$ cat src/sv/ttb_pkg.sv
// Package for the triangle tangent/bitangent block: widths, beat types and
// the command and status structs between controller and datapath.
// No dependencies.
package ttb_pkg;

    localparam int COORD_WIDTH   = 32;
    localparam int OUT_FRAC_BITS = 14;

    localparam int DW    = COORD_WIDTH + 1;
    localparam int MUL_W = (DW > 31) ? DW : 31;
    localparam int VW    = 2 * DW + 1;
    localparam int SW    = 62;
    localparam int QW    = OUT_FRAC_BITS + 1;
    localparam int RW    = 31 + OUT_FRAC_BITS;

    localparam int SEL_W      = 5;
    localparam int N_PROD     = 14;
    localparam int SQ_SEL0    = 14;
    localparam int SQRT_STEPS = SW / 2;
    localparam int CNT_W      = 6;

    typedef struct packed {
        logic signed [31:0] pos_x;
        logic signed [31:0] pos_y;
        logic signed [31:0] pos_z;
        logic signed [31:0] tex_u;
        logic signed [31:0] tex_v;
        logic               mesh_start;
    } t_corner;

    typedef struct packed {
        logic signed [15:0] tangent_x;
        logic signed [15:0] tangent_y;
        logic signed [15:0] tangent_z;
        logic signed [15:0] bitangent_x;
        logic signed [15:0] bitangent_y;
        logic signed [15:0] bitangent_z;
        logic               degenerate;
    } t_result;

    typedef struct packed {
        logic             load_c1;
        logic             load_c2;
        logic             load_c3;
        logic             mul_en;
        logic [SEL_W-1:0] mul_sel;
        logic             norm_load;
        logic             norm_step;
        logic             sqrt_init;
        logic             sqrt_step;
        logic             div_init;
        logic             div_step;
        logic             div_store;
        logic             out_load;
        logic             vec;
        logic [1:0]       comp;
    } t_cmd;

    typedef struct packed {
        logic zero;
        logic norm_done;
        logic out_free;
    } t_status;

endpackage

$ cat src/sv/ttb_ctrl.sv
// Sequencer for the triangle tangent/bitangent block.
// Depends on ttb_pkg; drives ttb_datapath through t_cmd and reads t_status.
module ttb_ctrl (
    input  logic            i_clk,
    input  logic            i_rst_n,
    input  logic            i_in_valid,
    input  logic            i_mesh_start,
    output logic            o_in_ready,
    input  ttb_pkg::t_status i_status,
    output ttb_pkg::t_cmd   o_cmd
);

    typedef enum logic [9:0] {
        S_IDLE  = 10'b0000000001,
        S_MUL   = 10'b0000000010,
        S_DRAIN = 10'b0000000100,
        S_NLOAD = 10'b0000001000,
        S_NORM  = 10'b0000010000,
        S_SQ    = 10'b0000100000,
        S_SQD   = 10'b0001000000,
        S_SQRT  = 10'b0010000000,
        S_DIV   = 10'b0100000000,
        S_OUT   = 10'b1000000000
    } t_state;

    t_state                   r_state, n_state;
    logic [ttb_pkg::CNT_W-1:0] r_k, n_k;
    logic [1:0]               r_cc, n_cc;
    logic                     r_vec, n_vec;
    logic [1:0]               r_comp, n_comp;
    logic [1:0]               w_cnt;

    always_ff @(posedge i_clk) begin
        if (!i_rst_n) begin
            r_state <= S_IDLE;
            r_k     <= '0;
            r_cc    <= '0;
            r_vec   <= 1'b0;
            r_comp  <= '0;
        end else begin
            r_state <= n_state;
            r_k     <= n_k;
            r_cc    <= n_cc;
            r_vec   <= n_vec;
            r_comp  <= n_comp;
        end
    end

    always_comb begin
        n_state    = r_state;
        n_k        = r_k;
        n_cc       = r_cc;
        n_vec      = r_vec;
        n_comp     = r_comp;
        o_cmd      = '0;
        o_cmd.vec  = r_vec;
        o_cmd.comp = r_comp;
        o_in_ready = 1'b0;
        w_cnt      = i_mesh_start ? 2'd0 : r_cc;
        unique case (r_state)
            S_IDLE: begin
                o_in_ready = 1'b1;
                if (i_in_valid) begin
                    case (w_cnt)
                        2'd1: begin
                            o_cmd.load_c2 = 1'b1;
                            n_cc = 2'd2;
                        end
                        2'd2: begin
                            o_cmd.load_c3 = 1'b1;
                            n_cc    = 2'd0;
                            n_k     = '0;
                            n_state = S_MUL;
                        end
                        default: begin
                            o_cmd.load_c1 = 1'b1;
                            n_cc = 2'd1;
                        end
                    endcase
                end
            end
            S_MUL: begin
                o_cmd.mul_en  = 1'b1;
                o_cmd.mul_sel = r_k[ttb_pkg::SEL_W-1:0];
                if (r_k == ttb_pkg::CNT_W'(ttb_pkg::N_PROD - 1)) begin
                    n_state = S_DRAIN;
                end else begin
                    n_k = r_k + 1'b1;
                end
            end
            S_DRAIN: begin
                n_vec   = 1'b0;
                n_state = S_NLOAD;
            end
            S_NLOAD: begin
                o_cmd.norm_load = 1'b1;
                n_state = S_NORM;
            end
            S_NORM: begin
                if (i_status.zero) begin
                    if (!r_vec) begin
                        n_vec   = 1'b1;
                        n_state = S_NLOAD;
                    end else begin
                        n_state = S_OUT;
                    end
                end else if (i_status.norm_done) begin
                    n_k     = '0;
                    n_state = S_SQ;
                end else begin
                    o_cmd.norm_step = 1'b1;
                end
            end
            S_SQ: begin
                o_cmd.mul_en  = 1'b1;
                o_cmd.mul_sel = ttb_pkg::SEL_W'(ttb_pkg::SQ_SEL0) + r_k[ttb_pkg::SEL_W-1:0];
                if (r_k == ttb_pkg::CNT_W'(2)) begin
                    n_state = S_SQD;
                end else begin
                    n_k = r_k + 1'b1;
                end
            end
            S_SQD: begin
                n_k     = '0;
                n_state = S_SQRT;
            end
            S_SQRT: begin
                if (r_k == '0) begin
                    o_cmd.sqrt_init = 1'b1;
                end else begin
                    o_cmd.sqrt_step = 1'b1;
                end
                if (r_k == ttb_pkg::CNT_W'(ttb_pkg::SQRT_STEPS)) begin
                    n_k     = '0;
                    n_comp  = '0;
                    n_state = S_DIV;
                end else begin
                    n_k = r_k + 1'b1;
                end
            end
            S_DIV: begin
                n_k = r_k + 1'b1;
                if (r_k == '0) begin
                    o_cmd.div_init = 1'b1;
                end else if (r_k == ttb_pkg::CNT_W'(ttb_pkg::QW + 1)) begin
                    o_cmd.div_store = 1'b1;
                    n_k = '0;
                    if (r_comp == 2'd2) begin
                        if (!r_vec) begin
                            n_vec   = 1'b1;
                            n_state = S_NLOAD;
                        end else begin
                            n_state = S_OUT;
                        end
                    end else begin
                        n_comp = r_comp + 1'b1;
                    end
                end else begin
                    o_cmd.div_step = 1'b1;
                end
            end
            S_OUT: begin
                if (i_status.out_free) begin
                    o_cmd.out_load = 1'b1;
                    n_state = S_IDLE;
                end
            end
            default: n_state = S_IDLE;
        endcase
    end

`ifndef NO_ASSERTIONS
    a_cc_range: assert property (@(posedge i_clk) disable iff (!i_rst_n)
        r_cc != 2'd3) else $error("corner count reached three");
    a_norm_hold: assert property (@(posedge i_clk) disable iff (!i_rst_n)
        (r_state == S_NORM && !i_status.zero && !i_status.norm_done) |=> r_state == S_NORM)
        else $error("left normalization early");
    a_out_leave: assert property (@(posedge i_clk) disable iff (!i_rst_n)
        (r_state == S_OUT && i_status.out_free) |=> (r_state == S_IDLE && r_cc == 2'd0))
        else $error("result not handed off");
`endif

endmodule

$ cat config.mk
export PLATFORM = sky130hd
export DESIGN_NAME = ttb_ctrl
export DESIGN_NICKNAME = d
export VERILOG_FILES = /design/src/sv/ttb_pkg.sv /design/src/sv/ttb_ctrl.sv
export SDC_FILE = /design/constraint.sdc
export NUM_CORES = 1
export LEC_CHECK = 0
export BUFFER_PORTS_ARGS = -buffer_cell sky130_fd_sc_hd__clkbuf_2
export CAP_MARGIN = 5
export CORE_MARGIN = 8
export CORE_UTILIZATION = 55
export DETAILED_ROUTE_END_ITERATION = 8
export PLACE_DENSITY = 0.88
export RECOVER_POWER = 50
export SLEW_MARGIN = 20
export SYNTH_ARGS = -nofsm -noshare
export SYNTH_HDL_FRONTEND = slang
export SYNTH_SLANG_ARGS = --single-unit
$ cat constraint.sdc
create_clock -name i_clk -period 2.8 [get_ports i_clk]
set_input_delay 0.42 -clock i_clk [delete_from_list [all_inputs] [get_ports i_clk]]
set_output_delay 0.42 -clock i_clk [all_outputs]
set_load 0.005 [all_outputs]
# Yosys cells after proc, flatten, opt, wreduce, memory -nomap -nowiden
# Cells that the tools add are included.
# classes
addsub	3
muxes	55
n_reduce_logical	10
n_eq_ne	33
# ops
cell	n
$mux 10	12
$pmux 10 s10	1
$mux 6	9
$pmux 6 s7	1
$ne 2x2->1 const B	14
$mux 1	18
$mux 2	7
$eq 6x5->1 const B	2
$pmux 6 s2	1
$eq 10x1->1 const B	1
$eq 10x10->1 const B	1
$eq 10x2->1 const B	1
$eq 10x3->1 const B	1
$eq 10x4->1 const B	1
$eq 10x5->1 const B	1
$eq 10x6->1 const B	1
$eq 10x7->1 const B	1
$eq 10x8->1 const B	1
$eq 10x9->1 const B	1
$reduce_and 10->1	1
$reduce_and 5->1	2
$mux 3	3
$pmux 2 s2	2
$reduce_and 7->1	1
16 further kinds	17
# word_totals
ff_bits	21
wordCells	106

# Depth between registers and ports, before layout
# Gate-level depths: netlist of run 1.
# depth
ltp_word	6
mapped_depth	9

# Worst setup path after synthesis of run 1
# OpenSTA, ideal clock, no wires.
# synth_path
path_kind	reg2out
start	register r_state[8]
end	output port o_cmd[19] in the netlist's numbering
path_stages_with_launch	5
required_time_ns	2.380
path_buffers	1
arrival_time_ns	1.653
slack_ns	0.727
cell_sequence	dfxtp_1 -> buf_2 -> or4_1 -> nor4b_4 -> and3_1
# synth_rtl
item	line	rtl
start: declaration	ttb_ctrl.sv:26	t_state r_state, n_state;
start signal: assignment	ttb_ctrl.sv:41	r_state <= n_state;
end: declaration	ttb_ctrl.sv:10	output ttb_pkg::t_cmd o_cmd

==> results of run 1 <==
-- flip-flops by register name, indices dropped and copies added, names as in the netlist --
register / cells
r_state: 10
r_k: 6
r_cc: 2
r_comp: 2
r_vec: 1
-- critical path, delay by kind of cell (launching register included) --
kind,cells,cell delay [ns]
simple gates,3,1.33
buf+inv,1,0.12
flops,1,0.47
-- cell usage in the layout, fill, tap and decap left out, drive strengths merged, types with 3 or more instances in the layout --
cell    synthesis  final
mux2i           3      3
a21oi          12     12
ha             10     10
inv            11     11
o21ai          15     15
nor4b           6      6
nand2          22     22
nor4            5      5
a32o            3      3
nand4           3      3
nor2b           4      4
nand2b          9      9
and2            3      3
or4             3      3
a22oi           3      3
and3           12     12
nor2           22     22
nor3            7      7
clkbuf          6     31
nand3           9      9
dfxtp          21     21
xor2            3      3
-- layer usage --
metal / GRT usage (%) / share of wire [%] / vias up
li1: - / - / 850
met5: 0 / 0 / -
met2: 28.6 / 47 / 61
met3: 3.99 / 6.4 / 4
met1: 21.0 / 46 / 796
met4: 5.33 / 0.65 / 0
-- cell families (layout without fill, tap and decap cells) --
family                   after synthesis  in the layout
adder cells (fa/ha/maj)               10             10
AO/OA/AOI/OAI                         51             51
buffers and inverters                 25             43
multiplexers                           3              3
XOR/XNOR                               4              4
flip-flops                            21             21
AND/OR/NAND/NOR                      111            111
-- layout make-up --
type | instances | area, um^2 | share of cell area [%]
multi-input cells | 179 | 1200 | 63.8
flip-flops and latches | 21 | 420 | 22.4
repair buffers | 28 | 138 | 7.33
well taps | 44 | 55.1 | 2.93
inverters | 11 | 41.3 | 2.20
clock buffers | 4 | 26.3 | 1.40
-- worst paths after layout --
path	depth (start not counted)	to	startpoint	slack, ns
min reg2reg	2	r_cc[1]$_SDFFE_PN0P_	r_cc[1]$_SDFFE_PN0P_	0.48
max reg2reg	6	r_k[2]$_SDFFE_PN0P_	r_state[8]$_SDFFE_PN0P_	0.34
min	4	r_state[4]$_SDFFE_PN0P_	i_status[1]	0.42
max	4	o_cmd[19]	r_state[8]$_SDFFE_PN0P_	0.15
-- power breakdown --
| group | total, mW | internal (mW) | switching (mW) |
|---|---|---|---|
| clock network | 0.153 | 0.0557 | 0.0977 |
| logic | 0.432 | 0.191 | 0.241 |
| registers | 0.362 | 0.318 | 0.0437 |
| total | 0.947 | 0.564 | 0.382 |
==> flow_summary.yaml, run 1 <==
run_status:
  status: "finished clean"
flow_run:
  max_cap_violations: 0
drt:
  num_vias: 1711
  via_per_inst: 5.96
  ant_nets: 0
  dr.first_iter.drc_count: 142
  wl_mm: 4.33
  first_pass_iters: 5
  routedWlPerCell_um: 15.1
  drc: 0
timing:
  hold_slack_ns: 0.423
  slew_violations: 0
  slew_headroom_pct: 49.6
  setup_viol_count_final: 0
  rsz0062_at_grt: "false"
  hold_viol: 0
  worst_pin_slew_ns: 0.756
  setup_tns_ns: 0
  finalCritPeriodShare_pct: 94.6
  final.min_clock_period_ns: 2.65
  fin_skew_ns: 0.00455
  setup_ws_ns: 0.152
  timing.fmax_mhz: 378
clock_network:
  post_cts_buffers: 0
  cts_made_buffers: 3
  clock_path_buffers: 2
  cts_root_buffer: "clkbuf_4"
  insertion_delay_ns: 0.31
  ctsResizeCount: 0
  path_clk_slew_ns: 0.12
  cts.sinks: 21
  h-tree-depth: 1
  postCtsHoldBufs: 0
  cts_tree: "done"
yosys:
  synth_area_leaders: "dfxtp_1 24%, ha_1 7.1%, nor2_1 4.7%, nand2_1 4.5%, and3_1 4.3%"
  yosys.area.top_type: "dfxtp_1"
  synth.top_cells.by_count: "22 x nor2_1, 21 x dfxtp_1, 21 x nand2_1, 14 x o21ai_0"
  yosysTopAreaCellShare_pct: 24.0
  syn_area_mm2: 0.00175
  synth_top_family_by_area: "simple AND/OR/NAND/NOR gates"
  synth_xor_area_share_pct: 2.00
  synth_edf_count: 0
  synthFlopType: "dfxtp_1"
  synth_fa_ha_area_share_pct: 7.15
  synth_simple_gate_area_share_pct: 38.7
  ys_warn_count: 0
  syn_avg_cell_area_um2: 7.78
  synth_cell_types: 55
  ys_ff_latch: 21
  synth_compound_area_share_pct: 19.8
  syn_nets: 242
  yosysSeqAreaShare_pct: 24.0
  yosysMostFrequentCell: "nor2_1"
  async_reset_ff_share_pct: 0
  synth_cells: 225
  synth_mux_area_share_pct: 1.72
cells_and_area:
  drive_gt1_share_pct: 15.6
  n_antenna_cell: 0
  fin_area_mm2: 0.00188
  utilization_pct: 61.5
  finalNonFillerCells: 287
  n_fill_cell: 297
  layout.nets: 261
  syn2layout_area_growth_pct: 7.29
placement:
  placedCellCount: 283
  pre_cts_ws_ns: 0.519
  io_buffers: 27
  dp_hpwl_mm: 3.22
  gp_congestion: 0.936
  placement.cell_area_mm2: 0.00187
critical_path:
  criticalPathCategory: "reg2out"
  worst_setup_path_end_kind: "output pin"
  cp_cell_sequence: "or4_1 -> nor4b_4 -> and3_1 -> clkbuf_2"
  worstPathMaxFanout: 11
  critPathMaxStageDelay_ns: 0.65
  crit_required_ns: 2.38
  slowest_stage: "or4_1"
  cp-start-kind: "flip-flop"
  crit_arrival_ns: 2.23
power:
  ir_worst_vdd_mv: 0.338
  power_mw: 0.947
  p_per_area_mw_per_mm2: 504
  leakage_nw: 0.785
floorplanning:
  core_area_mm2: 0.00305
  die_h_um: 72.4
  die_area_mm2: 0.00524
  rows: 20
  ios: 28
  initial_core_util_pct: 57.3
  die_w_um: 72.4
global_routing:
  grt_usage_pct: 17.1
  grt_pass1_wl_mm: 7.39
  grt_overflow: 0
  grt_start_max_net_pins: 19
  antenna_found_initial: 0
  grt_pass1_vias: 1676
hold_path:
  hold_path.class: "in2reg"
(Power assumes the default switching activity.)
==> run 2, diff against run 1 <==
CELL_PAD_IN_SITES_DETAIL_PLACEMENT = 0   (was not set)
CELL_PAD_IN_SITES_GLOBAL_PLACEMENT = 1   (was not set)
CORE_UTILIZATION = 30   (was 55)
PLACE_DENSITY = 0.71   (was 0.88)
==> run 2 against run 1 <==
Net effect:
- utilization shrank 28 points
- non-clock buffer count grew 1
- hold slack gained 0.022 ns
- sequential share of layout area shrank 0.71 points
- sequential cell count is the same
- largest cell class unchanged
- highest routed layer unchanged
==> flow_summary.yaml, run 2 (synthesis results as in run 1) <==
critical_path:
  r2r_start: "r_state[0]$_SDFFE_PN1P_"
  crit_required_ns: 2.38
  criticalPathCategory: "reg2out"
  cp-start-kind: "flip-flop"
  worst_setup_path_end_kind: "output pin"
  crit_arrival_ns: 2.19
  startpoint: "r_state[8]$_SDFFE_PN0P_"
  worstPathMaxFanout: 11
clock_network:
  cts.sinks: 21
  cts_tree: "done"
  insertion_delay_ns: 0.27
  cts_root_buffer: "clkbuf_8"
  cts_made_buffers: 3
  ctsResizeCount: 0
  post_cts_buffers: 0
  h-tree-depth: 1
  path_clk_slew_ns: 0.09
  clock_path_buffers: 2
  postCtsHoldBufs: 0
flow_run:
  max_cap_violations: 0
timing:
  setup_tns_ns: 0
  setup_viol_count_final: 0
  slew_headroom_pct: 48.5
  timing.fmax_mhz: 383
  hold_slack_ns: 0.445
  final.min_clock_period_ns: 2.61
  fin_skew_ns: 0.00377
  finalCritPeriodShare_pct: 93.3
  worst_pin_slew_ns: 0.772
  hold_viol: 0
  setup_ws_ns: 0.187
  rsz0062_at_grt: "false"
  slew_violations: 0
placement:
  dp_hpwl_mm: 3.66
  io_buffers: 27
  gp_congestion: 0.829
  pre_cts_ws_ns: 0.463
cells_and_area:
  layout.nets: 262
  final_common_cell: "clkbuf_2"
  largest_reg_flops: 10
  top_regs: "r_state: 10 flops, r_k: 6 flops"
  syn2layout_area_growth_pct: 10.8
  n_antenna_cell: 0
  final_cell_mix: "24 x clkbuf_2, 22 x nor2_1, 21 x nand2_1, 21 x dfxtp_1, 14 x o21ai_0"
  multi_input_comb_area_mm2: 0.00119
  regMostFlops: "r_state"
  drive_gt1_share_pct: 16.8
  regArea_um2: 420
  n_fill_cell: 642
global_routing:
  grt_usage_pct: 11.7
  grt_pass1_wl_mm: 8.24
  grt_overflow: 0
  antenna_found_initial: 0
  grt_start_max_net_pins: 19
  grt_pass1_vias: 1682
hold_path:
  hold_path.class: "in2reg"
  hp-start: "i_in_valid"
drt:
  first_pass_iters: 4
  via_per_inst: 5.25
  ant_nets: 0
  dr.first_iter.drc_count: 88
  num_vias: 1675
  routedWlPerCell_um: 15.1
  drc: 0
  wl_mm: 4.81
floorplanning:
  core_area_mm2: 0.00578
  ios: 28
  rows: 28
  die_h_um: 92.4
  die_w_um: 92.4
  initial_core_util_pct: 30.3
  die_area_mm2: 0.00853
power:
  p_per_area_mw_per_mm2: 523
  leakage_nw: 0.800
  ir_worst_vdd_mv: 0.159
run_status:
  status: "finished clean"
==> run 2: stage by stage <==
stage               util [%]  total power, mW  instance area, um^2  std cells
global placement        33.2            0.828                 1920        315
global route            33.5             1.09                 1940        319
CTS                     34.1             1.06                 1970        319
finish                  33.5             1.01                 1940        319
floorplan                  -            0.728                 1750        225
detailed placement      33.2            0.828                 1920        315
==> run 2: final timing paths <==
check / to / slack (ns) / cells after the start
worst max register to register: r_k[3]$_SDFFE_PN0P_ / 0.31 / 6
worst min register to register: r_cc[1]$_SDFFE_PN0P_ / 0.47 / 2
worst min-delay path: r_cc[1]$_SDFFE_PN0P_ / 0.45 / 3
worst max-delay path: o_cmd[14] / 0.19 / 5
==> run 2: where the power goes <==
group | internal [mW] | switching, mW | leakage, nW | total (mW)
Sequential | 0.318 | 0.0396 | 0.170 | 0.357
Clock | 0.101 | 0.118 | 0.0217 | 0.219
Combinational | 0.185 | 0.252 | 0.609 | 0.437
==> run 2: final cells by class <==
class	count	area share, %
Multi-Input combinational cell	179	61.3
Inverter	11	2.13
Clock inverter	1	0.387
Clock buffer	3	2.13
Timing Repair Buffer	29	7.55
Tap cell	75	4.84
Sequential cell	21	21.7
==> run 2: routing by layer <==
layer,share of wire (%),global-route usage (%),vias to the layer above
li1,-,-,857
met1,45,13.9,775
met2,49,20.3,36
met3,4.7,2.43,7
met4,1.4,4.16,0
met5,0,0,-
==> run 2: worst max-delay path, cell delays in order, from the launching register on <==
cell	delay [ns]
dfxtp_1	0.45
or4_4	0.59
nor4b_4	0.49
o21ai_0	0.15
o21ai_0	0.09
clkbuf_2	0.14
==> run 3, diff against run 2 <==
CELL_PAD_IN_SITES_DETAIL_PLACEMENT = 1   (was 0)
GPL_TIMING_DRIVEN = 0   (was not set)
==> run 3 against run 2 <==
Net effect:
- register-to-register slack got worse by 0.07 ns
- clock power about the same
- via count increased by 4.7%
- global-route usage increased by 1.1 points
- critical path type unchanged
- largest cell class unchanged
- highest routed layer unchanged
==> flow_summary.yaml, run 3 (synthesis results as in run 1) <==
cells_and_area:
  largest_reg_flops: 10
  final_cell_mix: "23 x clkbuf_2, 22 x nor2_1, 21 x nand2_1, 21 x dfxtp_1, 14 x o21ai_0"
  drive_gt1_share_pct: 17.6
  layout.nets: 273
  regMostFlops: "r_state"
  n_fill_cell: 751
  regArea_um2: 420
  top_regs: "r_state: 10 flops, r_k: 6 flops"
  n_antenna_cell: 0
  syn2layout_area_growth_pct: 14.4
  final_common_cell: "clkbuf_2"
  multi_input_comb_area_mm2: 0.00120
drt:
  dr.first_iter.drc_count: 105
  first_pass_iters: 4
  wl_mm: 5.34
  routedWlPerCell_um: 16.2
  via_per_inst: 5.32
  drc: 0
  ant_nets: 0
  num_vias: 1754
power:
  p_per_area_mw_per_mm2: 531
  ir_worst_vdd_mv: 0.262
  leakage_nw: 0.851
floorplanning:
  rows: 28
  die_area_mm2: 0.00853
  die_h_um: 92.4
  initial_core_util_pct: 30.3
  ios: 28
  core_area_mm2: 0.00578
  die_w_um: 92.4
timing:
  worst_pin_slew_ns: 0.862
  setup_viol_count_final: 0
  setup_ws_ns: 0.166
  setup_tns_ns: 0
  final.min_clock_period_ns: 2.63
  rsz0062_at_grt: "false"
  hold_viol: 0
  fin_skew_ns: 0.00707
  finalCritPeriodShare_pct: 94.1
  slew_headroom_pct: 42.5
  slew_violations: 0
  timing.fmax_mhz: 380
critical_path:
  startpoint: "r_state[7]$_SDFFE_PN0P_"
  crit_buf_inv: 2
  cp-start-kind: "flip-flop"
  cpLargestDelayFamily: "simple AND/OR/NAND/NOR gates"
  worst_setup_path_end_kind: "output pin"
  r2r_start: "r_state[7]$_SDFFE_PN0P_"
  cp_cell_sequence: "buf_6 -> or4_1 -> nor4b_4 -> o21ai_0 -> o21ai_0 -> clkbuf_2"
  criticalPathCategory: "reg2out"
  crit_required_ns: 2.38
  crit_arrival_ns: 2.21
  cp_common_cell: "o21ai_0"
  slowest_stage: "or4_1"
  critPathMaxStageDelay_ns: 0.61
  worstPathMaxFanout: 10
clock_network:
  path_clk_slew_ns: 0.10
  ctsResizeCount: 0
  insertion_delay_ns: 0.27
  cts_tree: "done"
  post_cts_buffers: 0
  clock_path_buffers: 2
  cts_made_buffers: 3
  cts.sinks: 21
  cts_root_buffer: "clkbuf_8"
  postCtsHoldBufs: 0
  h-tree-depth: 1
placement:
  dp_hpwl_mm: 4.10
  io_buffers: 26
  gp_congestion: 0.886
  pre_cts_ws_ns: 0.322
hold_path:
  hold_path.class: "in2reg"
  hp-start: "i_in_valid"
global_routing:
  grt_overflow: 0
  antenna_found_initial: 0
  grt_usage_pct: 12.8
  grt_start_max_net_pins: 14
  grt_pass1_vias: 1858
  grt_pass1_wl_mm: 9.18
flow_run:
  max_cap_violations: 0
run_status:
  status: "finished clean"
-- run 3: tightest hold or removal path: stages --
cell and delay (ns):
clkbuf_2 0.12, nand3_1 0.09, a21oi_1 0.05
-- run 3: through the flow --
step / total power [mW] / instances / util (%) / cell area (um^2) / hold WS [ns]
detailed placement: 0.862 / 326 / 34.2 / 1970 / 0.462
finish: 1.06 / 330 / 34.7 / 2000 / 0.456
floorplan: 0.728 / 225 / - / 1750 / 0.437
CTS: 1.08 / 330 / 35.0 / 2020 / 0.461
global route: 1.15 / 330 / 34.7 / 2000 / 0.490
global placement: 0.851 / 326 / 34.2 / 1970 / 0.450
-- run 3: worst paths after layout --
path | to | slack (ns) | cells past startpoint
setup / recovery | o_cmd[14] | 0.17 | 6
hold / removal | r_cc[1]$_SDFFE_PN0P_ | 0.46 | 3
setup reg to reg | r_k[2]$_SDFFE_PN0P_ | 0.24 | 7
hold reg to reg | r_cc[1]$_SDFFE_PN0P_ | 0.47 | 2
-- run 3: final cells by class --
cell class / count / area share (%)
clock buffers: 3 / 2.06
repair buffers: 26 / 6.31
well taps: 75 / 4.68
inverters: 11 / 2.06
multi-input cells: 179 / 59.8
flip-flops and latches: 21 / 21.0
clock inverters: 1 / 0.375
plain buffers: 14 / 3.69
-- run 3: report_power, final --
| group | internal [mW] | switching (mW) |
|---|---|---|
| clock network | 0.101 | 0.121 |
| logic | 0.210 | 0.310 |
| registers | 0.317 | 0.00537 |
| total | 0.628 | 0.436 |
-- run 3: per-layer routing --
metal / up-vias / wire length [um] / track usage, %
li1: 870 / - / -
met1: 856 / 2480 / 15.4
met2: 26 / 2670 / 22.9
met3: 2 / 174 / 2.75
met4: 0 / 18 / 2.42
met5: - / 0 / 0
